File: src/design/rfd_pkg.sv
`timescale 1ns / 1ps
`default_nettype none

package rfd_pkg;

   localparam int unsigned BYTE_W   = 8;
   localparam int unsigned LEN_W    = 12;
   localparam int unsigned COUNT_W  = 13;
   localparam int unsigned RECENT_W = 24;

   localparam logic [LEN_W-1:0]    LEN_RESET   = 12'd2740;
   localparam logic [COUNT_W-1:0]  HDR_LEN     = 13'd4;
   localparam logic [RECENT_W-1:0] TAIL_FIRST3 = 24'hEEFFEF;
   localparam logic [BYTE_W-1:0]   TAIL_LAST   = 8'hFE;

   localparam logic [BYTE_W-1:0] HDR_BYTES [4] = '{8'h5A, 8'hA5, 8'h55, 8'hAA};

   typedef enum logic [1:0] {
      EV_NONE     = 2'd0,
      EV_GOOD     = 2'd1,
      EV_BADLEN   = 2'd2,
      EV_MISSTAIL = 2'd3
   } frame_event_type;

   typedef struct packed {
      logic [BYTE_W-1:0]  data_byte;
      logic               in_frame;
      logic [COUNT_W-1:0] byte_index;
      frame_event_type    frame_event;
   } result_type;

endpackage

`default_nettype wire

File: src/design/radar_frame_delimiter_top.sv
// path: a byte accepted on req is held in the s0 input register, then moves into the
// output register, which raises rsp_tvalid, once that register is free or rsp_tready is high
// throughput: one byte per cycle while rsp_tready stays high, set by the single input and output register pair
// the output register frees while rsp_tready is high, so no bubble under full flow
// reset: synchronous, active high; clears both stages, byte count and history,
// and loads frame_length with 2740
`timescale 1ns / 1ps
`default_nettype none

module radar_frame_delimiter_top
   import rfd_pkg::*;
(
   input  wire logic        clock,
   input  wire logic        reset,
   input  wire logic        req_tvalid,
   output logic             req_tready,
   input  wire logic [7:0]  req_tdata,   // [7:0] rx_byte
   output logic             rsp_tvalid,
   input  wire logic        rsp_tready,
   output logic [23:0]      rsp_tdata,   // [7:0] data_byte, [20:8] byte_index, [23:21] zero
   output logic [2:0]       rsp_tuser,   // [0] in_frame, [2:1] frame_event
   input  wire logic        csr_valid,
   output logic             csr_ready,
   input  wire logic [11:0] csr_data     // [11:0] frame_length
);

   logic              s0_valid_ff;
   logic [BYTE_W-1:0] s0_byte_ff;
   logic              out_valid_ff;
   result_type        out_res_ff;
   result_type        core_res;
   logic              advance;
   logic              req_take;

   assign advance    = s0_valid_ff && (!out_valid_ff || rsp_tready);
   assign req_tready = !s0_valid_ff || advance;
   assign req_take   = req_tvalid && req_tready;
   assign csr_ready  = 1'b1;

   rfd_frame_ctrl u_ctrl (
      .clock      (clock),
      .reset      (reset),
      .cfg_we     (csr_valid),
      .cfg_length (csr_data),
      .step       (advance),
      .rx_byte    (s0_byte_ff),
      .result     (core_res)
   );

   always_ff @(posedge clock) begin
      if (reset) begin
         s0_valid_ff  <= 1'b0;
         out_valid_ff <= 1'b0;
      end else begin
         if (req_take) begin
            s0_valid_ff <= 1'b1;
         end else if (advance) begin
            s0_valid_ff <= 1'b0;
         end
         if (advance) begin
            out_valid_ff <= 1'b1;
         end else if (rsp_tready) begin
            out_valid_ff <= 1'b0;
         end
      end
   end

   always_ff @(posedge clock) begin
      if (req_take) begin
         s0_byte_ff <= req_tdata;
      end
      if (advance) begin
         out_res_ff <= core_res;
      end
   end

   assign rsp_tvalid = out_valid_ff;
   assign rsp_tdata  = {3'b000, out_res_ff.byte_index, out_res_ff.data_byte};
   assign rsp_tuser  = {out_res_ff.frame_event, out_res_ff.in_frame};

`ifndef SYNTH
   // a frame event only comes with a stored byte
   a_event_in_frame: assert property (@(posedge clock) disable iff (reset)
      rsp_tvalid && (out_res_ff.frame_event != EV_NONE) |-> out_res_ff.in_frame)
      else $error("frame event on a byte outside the frame");

   // dropped bytes carry index zero
   a_drop_index: assert property (@(posedge clock) disable iff (reset)
      rsp_tvalid && !out_res_ff.in_frame |-> (out_res_ff.byte_index == '0))
      else $error("nonzero index on a dropped byte");

   // events only fire past the header
   a_event_after_header: assert property (@(posedge clock) disable iff (reset)
      rsp_tvalid && (out_res_ff.frame_event != EV_NONE) |-> (out_res_ff.byte_index >= HDR_LEN))
      else $error("frame event inside the header");

   // a held output with a pending byte must stall the input stage
   a_stall: assert property (@(posedge clock) disable iff (reset)
      s0_valid_ff && out_valid_ff && !rsp_tready |-> !req_tready)
      else $error("input taken while pipeline is blocked");
`endif

endmodule

`default_nettype wire

File: src/design/rfd_frame_ctrl.sv
`timescale 1ns / 1ps
`default_nettype none

module rfd_frame_ctrl
   import rfd_pkg::*;
(
   input  wire logic              clock,
   input  wire logic              reset,
   input  wire logic              cfg_we,
   input  wire logic [LEN_W-1:0]  cfg_length,
   input  wire logic              step,
   input  wire logic [BYTE_W-1:0] rx_byte,
   output result_type             result
);

   logic [LEN_W-1:0]    frame_length_ff;
   logic [COUNT_W-1:0]  byte_count_ff, byte_count_in;
   logic [RECENT_W-1:0] recent_ff, recent_in;
   logic [COUNT_W-1:0]  count_inc;
   logic [COUNT_W-1:0]  length_ext;
   logic                tail_hit;

   assign count_inc  = byte_count_ff + 1'b1;
   assign length_ext = {1'b0, frame_length_ff};
   assign tail_hit   = (recent_ff == TAIL_FIRST3) && (rx_byte == TAIL_LAST);

   always_comb begin
      result.data_byte   = rx_byte;
      result.in_frame    = 1'b0;
      result.byte_index  = '0;
      result.frame_event = EV_NONE;
      byte_count_in      = byte_count_ff;
      recent_in          = recent_ff;
      if (byte_count_ff < HDR_LEN) begin
         // hunting or inside the header
         if (rx_byte == HDR_BYTES[byte_count_ff[1:0]]) begin
            result.in_frame   = 1'b1;
            result.byte_index = byte_count_ff;
            byte_count_in     = count_inc;
            recent_in         = {recent_ff[RECENT_W-BYTE_W-1:0], rx_byte};
         end else begin
            byte_count_in = '0;
         end
      end else begin
         result.in_frame   = 1'b1;
         result.byte_index = byte_count_ff;
         recent_in         = {recent_ff[RECENT_W-BYTE_W-1:0], rx_byte};
         if (tail_hit) begin
            result.frame_event = (count_inc == length_ext) ? EV_GOOD : EV_BADLEN;
            byte_count_in      = '0;
         end else if (count_inc > length_ext) begin
            result.frame_event = EV_MISSTAIL;
            byte_count_in      = '0;
         end else begin
            byte_count_in = count_inc;
         end
      end
   end

   always_ff @(posedge clock) begin
      if (reset) begin
         frame_length_ff <= LEN_RESET;
         byte_count_ff   <= '0;
         recent_ff       <= '0;
      end else begin
         if (cfg_we) begin
            frame_length_ff <= cfg_length;
         end
         if (step) begin
            byte_count_ff <= byte_count_in;
            recent_ff     <= recent_in;
         end
      end
   end

endmodule

`default_nettype wire

File: config.mk
export PLATFORM = sky130hd
export DESIGN_NAME = radar_frame_delimiter_top
export DESIGN_NICKNAME = d
export VERILOG_FILES = /design/src/design/rfd_pkg.sv /design/src/design/radar_frame_delimiter_top.sv /design/src/design/rfd_frame_ctrl.sv
export SDC_FILE = /design/constraint.sdc
export NUM_CORES = 1
export LEC_CHECK = 0
export BUFFER_PORTS_ARGS = -buffer_cell sky130_fd_sc_hd__buf_2
export CELL_PAD_IN_SITES_DETAIL_PLACEMENT = 1
export CELL_PAD_IN_SITES_GLOBAL_PLACEMENT = 2
export CORE_ASPECT_RATIO = 1.2
export CORE_MARGIN = 5
export CORE_UTILIZATION = 39
export DETAILED_ROUTE_END_ITERATION = 8
export PLACE_DENSITY_LB_ADDON = 0.1
export SYNTH_ARGS = -nofsm -noshare
export SYNTH_HDL_FRONTEND = slang
export SYNTH_SLANG_ARGS = --single-unit
File: constraint.sdc
create_clock -name clock -period 5.9 [get_ports clock]
set_clock_uncertainty 0.15 [all_clocks]
set_input_delay 0.295 -clock clock [delete_from_list [all_inputs] [get_ports clock]]
set_output_delay 0.295 -clock clock [all_outputs]
set_load 0.1 [all_outputs]
==> results of run 1 <==
## worst min-delay path: cells and delay by family
kind            cells  cell delay (ns)
buf+inv             1             0.07
compound gates      1             0.07
simple gates        1             0.05
## power by group through the flow
| stage | sequential (mW) | clock [mW] | combinational, mW |
|---|---|---|---|
| 2_1_floorplan | 0.686 | 0 | 0.0402 |
| 3_3_place_gp | 0.633 | 0 | 0.116 |
| 3_5_place_dp | 0.634 | 0 | 0.117 |
| 4_1_cts | 0.621 | 0.403 | 0.123 |
| 5_1_grt | 0.623 | 0.432 | 0.129 |
| 6_report | 0.620 | 0.386 | 0.121 |
## stage by stage
step           setup slack (ns)  hold WS [ns]  power, mW
3_3_place_gp               2.44         0.321      0.749
4_1_cts                    2.28      0.000539       1.15
3_5_place_dp               2.30         0.323      0.750
5_1_grt                    2.09       0.00342       1.18
6_report                   2.31        0.0156       1.13
2_1_floorplan              2.70         0.244      0.726
## cells by family (layout without fill, tap and decap cells)
group                    after synthesis  in the layout  synth area share
buffers and inverters                 47             98            0.0619
other                                  2              4           0.00204
XOR/XNOR                              10             10            0.0238
flip-flops                            83             83             0.539
multiplexers                          30             30            0.0817
AND/OR/NAND/NOR                      122            122             0.169
adder cells (fa/ha/maj)               15             15            0.0511
AO/OA/AOI/OAI                         35             35            0.0715
## area by class of cell
class                      count  area [um2]  area share
sequential                    83        1980       0.467
multi-input combinational    216        1480       0.348
timing repair buffer          65         393      0.0925
tap                          120         150      0.0353
clock buffer                   9         124      0.0292
inverter                      17        63.8      0.0150
clock inverter                 7        58.8      0.0138
## state kept, by name, indices dropped and copies added, names as in the netlist
signal / cells
u_ctrl.recent_ff: 24
rsp_tdata: 21
u_ctrl.byte_count_ff: 13
u_ctrl.frame_length_ff: 12
s0_byte_ff: 8
rsp_tuser: 3
rsp_tvalid: 1
s0_valid_ff: 1
## metal layers
| layer | global-route usage | part of all wire | vias to the layer above | wire [um] |
|---|---|---|---|---|
| met2 | 0.272 | 0.54 | 36 | 4280 |
| met5 | 0 | 0 | - | 0 |
| met3 | 0.0370 | 0.035 | 10 | 281 |
| li1 | - | - | 1274 | - |
| met4 | 0.0528 | 0.014 | 0 | 112 |
| met1 | 0.162 | 0.41 | 1209 | 3280 |
## cells in the mapped netlist (all sizes together) (5+ instances only)
cell type and count:
nand4 7, nand2 36, nor4 6, and2 6
clkbuf 17, edfxtp 32, nor2 38, a21oi 6
mux2i 30, buf 12, dfxtp 51, ha 15
o21ai 13, xnor2 6, o211ai 8, inv 17
nand3 5
## worst max path at each step
stage / to / depth (start not counted)
after floorplan: u_ctrl.recent_ff[10] / 7
after global placement: u_ctrl.byte_count_ff[0] / 13
after detailed placement: u_ctrl.byte_count_ff[0] / 13
after CTS: u_ctrl.byte_count_ff[0] / 13
after global routing: u_ctrl.byte_count_ff[0] / 13
final: u_ctrl.byte_count_ff[0] / 13
==> qor.txt, run 1 <==
FF-to-FF setup slack: 2.31 ns
Flop pwr share: 0.550
Critical Path AT: 3.70 ns
die height: 116 um
hold_sp: csr_data[4]
Iteration-0 DRC Markers: 77
power density over the cells: 265 nW/um2
Int Power: 827 uW
clock slew at reported path FFs: 0.08 ns
num ports: 55
FP Rows: 38
total number of vias: 2,529
number of hold buffers added after cts: 12
fmax: 0.279 GHz
RSZ-0062 raised after global routing: false
Syn-to-layout area delta: 15.6%
max incr delay on CP: 0.51 ns
drt wl/cell: 15.4 um
Hold Crit Endpoint: u_ctrl.frame_length_ff[4]
top cells by area, synth: dfxtp_1 (28%), edfxtp_1 (26%), mux2i_1 (8.2%)
Cell Area, Placed: 3950 um2
R2R cell count: 13
Hold WC Path Type: in -> reg
most frequent cells in the layout: dfxtp_1 (51), buf_2 (50), nor2_1 (38)
fillers: 1,050
Core Util, Final: 0.465
CP max stage cell: dfxtp_1
Post-Syn Area: 3680 um2
status: finished clean
Hold Crit Depth: 3
# H-tree levels: 3
post-DR vias/cell: 4.89
Required @ worst endpoint: 6.01 ns
Most used DFF post-synth: dfxtp_1
GRT overflow: 0
Mapped Avg Cell Area: 10.7 um2
setup tns final: 0 ns
Gate power share: 0.108
delay-heaviest family, CP: simple AND/OR/NAND/NOR gates
Die Footprint: 11,500 um2
Worst slew margin: 0.399
max-slew violation count: 0
Seq cells post-synth: 83
number of gates resized after cts: 0
maxcap violations: 0
CTS Buf Count: 9
number of flops mapped to enable cells by yosys: 32
P_sw: 300 uW
Sw Ratio: 0.266
Async SR Flop Fraction: 0
Std-Cell Core Area: 9130 um2
Worst Tran Pin Value: 0.898 ns
port buffer count: 50
most area-hungry cell type in the Yosys netlist: dfxtp_1
top cell type's share of synthesized area: 0.278
most common cell after layout, fill and taps aside: dfxtp_1
Total GRT Usage: 0.147
HPWL after detailed placement: 5760 um
post-route insts no fill: 517
R2R Path Start: u_ctrl.byte_count_ff[0]
antenna viol nets, final: 0
Crit path top cell by count: ha_1
top fanout value on the critical path: 12
vias in the first global route: 2,597
Pre-antenna DRT Iters: 4
Clock Latency Late Sink: 0.35 ns
WL final: 7950 um
maximum vdd drop: 136 uV
sequential fraction of the synthesis area: 0.539
worst path cell trace: ha_1, nand3_2, or2_0, nor2_1, xor2_1, ha_1, nand2_1, or2_2, or3_1, nor4b_2, a211oi_2, buf_4, o31ai_1
setup bufs post-CTS: 0
fin area: 4250 um2
placed cell count: 489
share of cells above drive strength 1: 0.214
Startpoint Class: flip-flop
Crit. Startpoint: u_ctrl.byte_count_ff[0]
CTS sink cnt: 83
CTS Buffer Depth: 2
GP Congestion: 0.786
final setup violation count: 0
initial antenna violation count: 0
CTS tree: done
antenna diode count: 0
die width: 98.6 um
Final #Nets: 432
Setup crit end kind: flip-flop
Initial Utilization: 0.403
Period minus WS final: 3.59 ns
Buffers & Inverters on Critical Path: 1
Final period util: 0.608
Clock Tree Root: clkbuf_8
first-pass GRT wire length: 12,900 um
largest net degree at the start of global routing: 35
Leakage: 1.67 nW
final hold vios: 0
worst flop-to-flop path endpoint: u_ctrl.byte_count_ff[0]
Mapped Cells: 344
synth unique cells: 48
part of the power in the clock network: 0.342
Crit Path Category: reg -> reg
warnings from Yosys: 0
DRC: 0
No activity file was read; power rests on OpenSTA's default activity.
==> run 2: changes to the inputs <==
--- a/config.mk
+++ b/config.mk
@@ -10,7 +10,7 @@
 export CELL_PAD_IN_SITES_GLOBAL_PLACEMENT = 2
 export CORE_ASPECT_RATIO = 1.2
 export CORE_MARGIN = 5
-export CORE_UTILIZATION = 39
+export CORE_UTILIZATION = 33
 export DETAILED_ROUTE_END_ITERATION = 8
 export PLACE_DENSITY_LB_ADDON = 0.1
 export SYNTH_ARGS = -nofsm -noshare
==> constraint.sdc (replaced) <==
create_clock -name clock -period 3.3 [get_ports clock]
set_clock_uncertainty 0.15 [all_clocks]
set_input_delay 0.165 -clock clock [delete_from_list [all_inputs] [get_ports clock]]
set_output_delay 0.165 -clock clock [all_outputs]
set_load 0.1 [all_outputs]
==> run 2 against run 1 <==
Compared with the run above: first-iteration DRC count shrank 40%; final area grew 8.6%; largest power group unchanged; worst setup slack lost 2.2 ns; fmax grew 12%; die area grew 16%; sequential cell count is the same; sequential share of layout area shrank 3.7 points; non-clock buffer count grew 20; total power grew 110%; critical path type unchanged.
==> qor.txt, run 2 (synthesis gave the netlist of run 1 again) <==
status: finished clean (unchanged)
maximum vdd drop: 267 uV (was 136 uV)
final worst slack: 0.0839 ns (was 2.31 ns)
final hold vios: 0 (unchanged)
Critical Path AT: 3.33 ns (was 3.70 ns)
DRC: 0 (unchanged)
share of cells above drive strength 1: 0.242 (was 0.214)
delay-heaviest family, CP: simple AND/OR/NAND/NOR gates (unchanged)
Total GRT Usage: 0.137 (was 0.147)
die width: 106 um (was 98.6 um)
final setup violation count: 0 (unchanged)
max FFs per register: 24 (unchanged)
most common cell after layout, fill and taps aside: dfxtp_1 (unchanged)
CTS Buffer Depth: 2 (unchanged)
Worst slew margin: 0.364 (was 0.399)
CTS tree: done (unchanged)
initial antenna violation count: 0 (unchanged)
Hold WC Path Type: in -> reg (unchanged)
Period minus WS final: 3.22 ns (was 3.59 ns)
CTS sink cnt: 83 (unchanged)
CP max stage cell: or3_4 (was dfxtp_1)
Required @ worst endpoint: 3.42 ns (was 6.01 ns)
HPWL after detailed placement: 6230 um (was 5760 um)
antenna diode count: 0 (unchanged)
Startpoint Class: flip-flop (unchanged)
num ports: 55 (unchanged)
GRT overflow: 0 (unchanged)
vias in the first global route: 2,843 (was 2,597)
port buffer count: 50 (unchanged)
Setup crit end kind: flip-flop (unchanged)
DP Worst Slack: 0.0174 ns (was 2.30 ns)
Pre-antenna DRT Iters: 4 (unchanged)
top fanout value on the critical path: 8 (was 12)
# H-tree levels: 3 (unchanged)
Buffers & Inverters on Critical Path: 1 (unchanged)
WHS: 0.0515 ns (was 0.0156 ns)
Top reg by flops: u_ctrl.recent_ff (unchanged)
setup tns final: 0 ns (unchanged)
max-slew violation count: 0 (unchanged)
maxcap violations: 0 (unchanged)
Final period util: 0.975 (was 0.608)
max incr delay on CP: 0.40 ns (was 0.51 ns)
fmax: 0.311 GHz (was 0.279 GHz)
most frequent cells in the layout: dfxtp_1 (51), buf_2 (50), nor2_1 (37) (was dfxtp_1 (51), buf_2 (50), nor2_1 (38))
GP Congestion: 0.731 (was 0.786)
largest net degree at the start of global routing: 25 (was 35)
Syn-to-layout area delta: 25.5% (was 15.6%)
post-DR vias/cell: 4.82 (was 4.89)
Final #Nets: 452 (was 432)
Die Footprint: 13,400 um2 (was 11,500 um2)
total number of vias: 2,648 (was 2,529)
Crit Path Category: reg -> reg (unchanged)
Worst Tran Pin Value: 0.950 ns (was 0.898 ns)
clock slew at reported path FFs: 0.06 ns (was 0.08 ns)
Iteration-0 DRC Markers: 46 (was 77)
first-pass GRT wire length: 14,200 um (was 12,900 um)
power density over the cells: 508 nW/um2 (was 265 nW/um2)
Std-Cell Core Area: 11,000 um2 (was 9130 um2)
FP Rows: 42 (was 38)
placed cell count: 508 (was 489)
Initial Utilization: 0.335 (was 0.403)
Clock Latency Late Sink: 0.33 ns (was 0.35 ns)
CTS Buf Count: 9 (unchanged)
post-route insts no fill: 549 (was 517)
antenna viol nets, final: 0 (unchanged)
drt wl/cell: 15.7 um (was 15.4 um)
WL final: 8600 um (was 7950 um)
worst path cell trace: ha_2, nand3_2, or2_4, nor2_1, xor2_1, ha_1, nand2_1, or2_2, or3_4, nor4b_4, a211oi_4, buf_12, o21ai_2 (was ha_1, nand3_2, or2_0, nor2_1, xor2_1, ha_1, nand2_1, or2_2, or3_1, nor4b_2, a211oi_2, buf_4, o31ai_1)
Leakage: 1.83 nW (was 1.67 nW)
Clock Tree Root: clkbuf_16 (was clkbuf_8)
die height: 126 um (was 116 um)
fillers: 1,223 (was 1,050)
-- run 2: power by group --
group | total [mW] | leakage [nW] | internal (mW) | switching (mW)
combinational | 0.229 | 0.973 | 0.0564 | 0.173
sequential | 1.11 | 0.714 | 1.09 | 0.0151
clock | 1.00 | 0.143 | 0.607 | 0.396
total | 2.34 | 1.83 | 1.76 | 0.584
-- run 2: path summary, 6_finish.rpt --
path	from	endpoint	slack, ns	depth (start not counted)
worst max-delay path	u_ctrl.byte_count_ff[0]	u_ctrl.byte_count_ff[5]	0.08	13
worst min register to register	u_ctrl.recent_ff[20]	u_ctrl.recent_ff[20]	0.34	2
worst min-delay path	reset	u_ctrl.recent_ff[20]	0.05	2
worst max register to register	u_ctrl.byte_count_ff[0]	u_ctrl.byte_count_ff[5]	0.08	13
-- run 2: stage by stage --
stage / cell area (um2) / utilization / power [mW]
after detailed placement: 4040 / 0.368 / 1.34
after global placement: 4040 / 0.368 / 1.34
after floorplan: 3680 / - / 1.30
after global routing: 4610 / 0.420 / 2.44
after CTS: 4560 / 0.415 / 2.39
final: 4610 / 0.420 / 2.34
-- run 2: repair_timing --
action                                  CTS  global route
hold buffers                             22             0
endpoints found under the setup margin    2            10
pin swaps                                 0             4
gates resized for setup                   1             7
buffers inserted                          0             3
hold endpoints to repair                 22             0
-- run 2: layout make-up --
type / count / area (um2) / area share
Clock buffer: 12 / 246 / 0.0534
Clock inverter: 4 / 51.3 / 0.0111
Inverter: 17 / 63.8 / 0.0138
Multi-Input combinational cell: 216 / 1510 / 0.327
Sequential cell: 83 / 1980 / 0.430
Tap cell: 132 / 165 / 0.0358
Timing Repair Buffer: 85 / 593 / 0.129
-- run 2: metal layers --
layer,global-route usage,part of all wire,up-vias,wire [um]
met5,0,0,-,0
met3,0.0394,0.037,9,315
met1,0.143,0.41,1288,3510
li1,-,-,1311,-
met2,0.261,0.54,40,4660
met4,0.0457,0.013,0,114
==> run 3: changes to the inputs <==
--- a/config.mk
+++ b/config.mk
@@ -7,10 +7,10 @@
 export LEC_CHECK = 0
 export BUFFER_PORTS_ARGS = -buffer_cell sky130_fd_sc_hd__buf_2
 export CELL_PAD_IN_SITES_DETAIL_PLACEMENT = 1
-export CELL_PAD_IN_SITES_GLOBAL_PLACEMENT = 2
+export CELL_PAD_IN_SITES_GLOBAL_PLACEMENT = 1
 export CORE_ASPECT_RATIO = 1.2
 export CORE_MARGIN = 5
-export CORE_UTILIZATION = 33
+export CORE_UTILIZATION = 40
 export DETAILED_ROUTE_END_ITERATION = 8
 export PLACE_DENSITY_LB_ADDON = 0.1
 export SYNTH_ARGS = -nofsm -noshare
==> run 3 against run 2 <==
Compared with the run above: global-route usage rose by 1.8 points; sequential cell count did not move; wire length fell by 2.0%; cell count fell by 2.2%; die area fell by 16%; critical path type unchanged; highest routed layer unchanged.
==> qor.txt, run 3 (synthesis gave the netlist of run 1 again) <==
worst flop-to-flop path endpoint: u_ctrl.byte_count_ff[4] (was u_ctrl.byte_count_ff[5])
clock slew at reported path FFs: 0.09 ns (was 0.06 ns)
HPWL after detailed placement: 6020 um (was 6230 um)
Iteration-0 DRC Markers: 60 (was 46)
Top reg by flops: u_ctrl.recent_ff (unchanged)
Die Footprint: 11,200 um2 (was 13,400 um2)
Crit Path Category: reg -> reg (unchanged)
Hold WC Path Type: in -> reg (unchanged)
first-pass GRT wire length: 13,500 um (was 14,200 um)
wire length on met2: 4690 um (was 4660 um)
Setup crit end kind: flip-flop (unchanged)
drt wl/cell: 15.7 um (about the same)
total number of vias: 2,666 (was 2,648)
Buffers & Inverters on Critical Path: 1 (unchanged)
largest net degree at the start of global routing: 33 (was 25)
final setup violation count: 0 (unchanged)
delay-heaviest family, CP: simple AND/OR/NAND/NOR gates (unchanged)
worst path cell trace: ha_2, nand3_2, or2_4, nor2_2, xor2_1, ha_1, nand2_1, or2_2, or3_4, nor4b_4, a211oi_4, buf_12, o21ai_2 (was ha_2, nand3_2, or2_4, nor2_1, xor2_1, ha_1, nand2_1, or2_2, or3_4, nor4b_4, a211oi_4, buf_12, o21ai_2)
CP max stage cell: or3_4 (unchanged)
CTS Buf Count: 9 (unchanged)
Pre-antenna DRT Iters: 4 (unchanged)
top fanout value on the critical path: 8 (unchanged)
die width: 97.5 um (was 106 um)
Critical Path AT: 3.32 ns (was 3.33 ns)
Worst Tran Pin Value: 0.641 ns (was 0.950 ns)
max incr delay on CP: 0.39 ns (was 0.40 ns)
Period minus WS final: 3.18 ns (was 3.22 ns)
Cell Area, Placed: 4020 um2 (was 4040 um2)
Total GRT Usage: 0.155 (was 0.137)
status: finished clean (unchanged)
FF-to-FF setup slack: 0.12 ns (was 0.08 ns)
Flop pwr share: 0.541 (was 0.474)
setup tns final: 0 ns (unchanged)
post-DR vias/cell: 4.96 (was 4.82)
final worst slack: 0.122 ns (was 0.0839 ns)
Final period util: 0.963 (was 0.975)
antenna diode count: 0 (unchanged)
Sw Ratio: 0.271 (was 0.249)
Startpoint Class: flip-flop (unchanged)
Core Util, Final: 0.495 (was 0.420)
Clock Latency Late Sink: 0.36 ns (was 0.33 ns)
maximum vdd drop: 244 uV (was 267 uV)
most common cell after layout, fill and taps aside: buf_2 (was dfxtp_1)
Gate power share: 0.113 (was 0.098)
power density over the cells: 458 nW/um2 (was 508 nW/um2)
Worst slew margin: 0.571 (was 0.364)
GP Congestion: 0.747 (was 0.731)
num ports: 55 (unchanged)
DP Worst Slack: 0.00970 ns (was 0.0174 ns)
GRT overflow: 0 (unchanged)
WL final: 8420 um (was 8600 um)
Hold Crit Depth: 4 (was 2)
Syn-to-layout area delta: 21.7% (was 25.5%)
CTS Buffer Depth: 2 (unchanged)
P_sw: 556 uW (was 584 uW)
Power, Total: 2.05 mW (was 2.34 mW)
Initial Utilization: 0.407 (was 0.335)
Std-Cell Core Area: 9030 um2 (was 11,000 um2)
fin area: 4480 um2 (was 4610 um2)
Hold Crit Endpoint: u_ctrl.byte_count_ff[1] (was u_ctrl.recent_ff[20])
most frequent cells in the layout: buf_2 (50), dfxtp_1 (48), nand2_1 (36), nor2_1 (36), edfxtp_1 (32) (was dfxtp_1 (51), buf_2 (50), nor2_1 (37))
FP Rows: 38 (was 42)
Final #Nets: 452 (unchanged)
maxcap violations: 0 (unchanged)
Highest Signal Layer: met4 (unchanged)
# H-tree levels: 3 (unchanged)
DRC: 0 (unchanged)
CTS tree: done (unchanged)
Int Power: 1.49 mW (was 1.76 mW)
max-slew violation count: 0 (unchanged)
DRT met1 WL: 3320 um (was 3510 um)
metal3 WL: 278 um (was 315 um)
hold_sp: reset (unchanged)
die height: 115 um (was 126 um)
R2R cell count: 13 (unchanged)
Clock Tree Root: clkbuf_8 (was clkbuf_16)
part of the power in the clock network: 0.347 (was 0.428)
Required @ worst endpoint: 3.44 ns (was 3.42 ns)
fmax: 0.315 GHz (was 0.311 GHz)
port buffer count: 50 (unchanged)
R2R Path Start: u_ctrl.byte_count_ff[0] (unchanged)
max FFs per register: 24 (unchanged)
CTS sink cnt: 83 (unchanged)
initial antenna violation count: 0 (unchanged)
final hold vios: 0 (unchanged)
antenna viol nets, final: 0 (unchanged)
Leakage: 1.78 nW (was 1.83 nW)
vias in the first global route: 2,764 (was 2,843)
share of cells above drive strength 1: 0.249 (was 0.242)
==> run 3: power groups by stage <==
stage / registers (mW) / clock network, mW / logic (mW)
global placement: 1.13 / 0 / 0.210
global route: 1.11 / 0.787 / 0.245
finish: 1.11 / 0.710 / 0.231
CTS: 1.11 / 0.739 / 0.233
floorplan: 1.23 / 0 / 0.0718
detailed placement: 1.13 / 0 / 0.212
==> run 3: metal layers <==
layer | vias to the layer above | GRT usage
li1 | 1311 | -
met1 | 1302 | 0.158
met2 | 41 | 0.303
met3 | 12 | 0.0376
met4 | 0 | 0.0619
met5 | - | 0
==> run 3: worst min-delay path: stages <==
cell	delay, ns
buf_2	0.11
nor2_1	0.11
nand2_1	0.09
o21ai_1	0.05
==> run 3: what timing repair did <==
item | in CTS | in global routing
resized for setup | 1 | 11
setup buffers | 0 | 2
pin swaps | 0 | 3
setup endpoints to repair | 7 | 12
hold endpoints to repair | 22 | 0
hold buffers | 22 | 0
cloned | 0 | 0
==> run 3: per-stage QoR <==
step           hold WS, ns  cells
2_1_floorplan        0.114    346
3_3_place_gp         0.193    497
3_5_place_dp         0.194    497
4_1_cts             0.0523    535
5_1_grt             0.0748    537
6_report            0.0474    537
==> run 3: worst max path at each step <==
| stage | endpoint | cells past startpoint | startpoint |
|---|---|---|---|
| 2_1_floorplan | u_ctrl.recent_ff[5] | 7 | rsp_tvalid |
| 3_3_place_gp | u_ctrl.byte_count_ff[7] | 13 | u_ctrl.byte_count_ff[0] |
| 3_5_place_dp | u_ctrl.byte_count_ff[5] | 13 | u_ctrl.byte_count_ff[0] |
| 4_1_cts | u_ctrl.byte_count_ff[4] | 13 | u_ctrl.byte_count_ff[0] |
| 5_1_grt | u_ctrl.byte_count_ff[5] | 13 | u_ctrl.byte_count_ff[1] |
| 6_report | u_ctrl.byte_count_ff[4] | 13 | u_ctrl.byte_count_ff[0] |
==> run 3: final cells by class <==
cell class | count | area (um2)
repair buffers | 85 | 584
fillers | 1017 | 4560
flip-flops and latches | 83 | 1990
clock inverters | 6 | 56.3
inverters | 17 | 63.8
clock buffers | 10 | 128
well taps | 120 | 150
multi-input cells | 216 | 1510
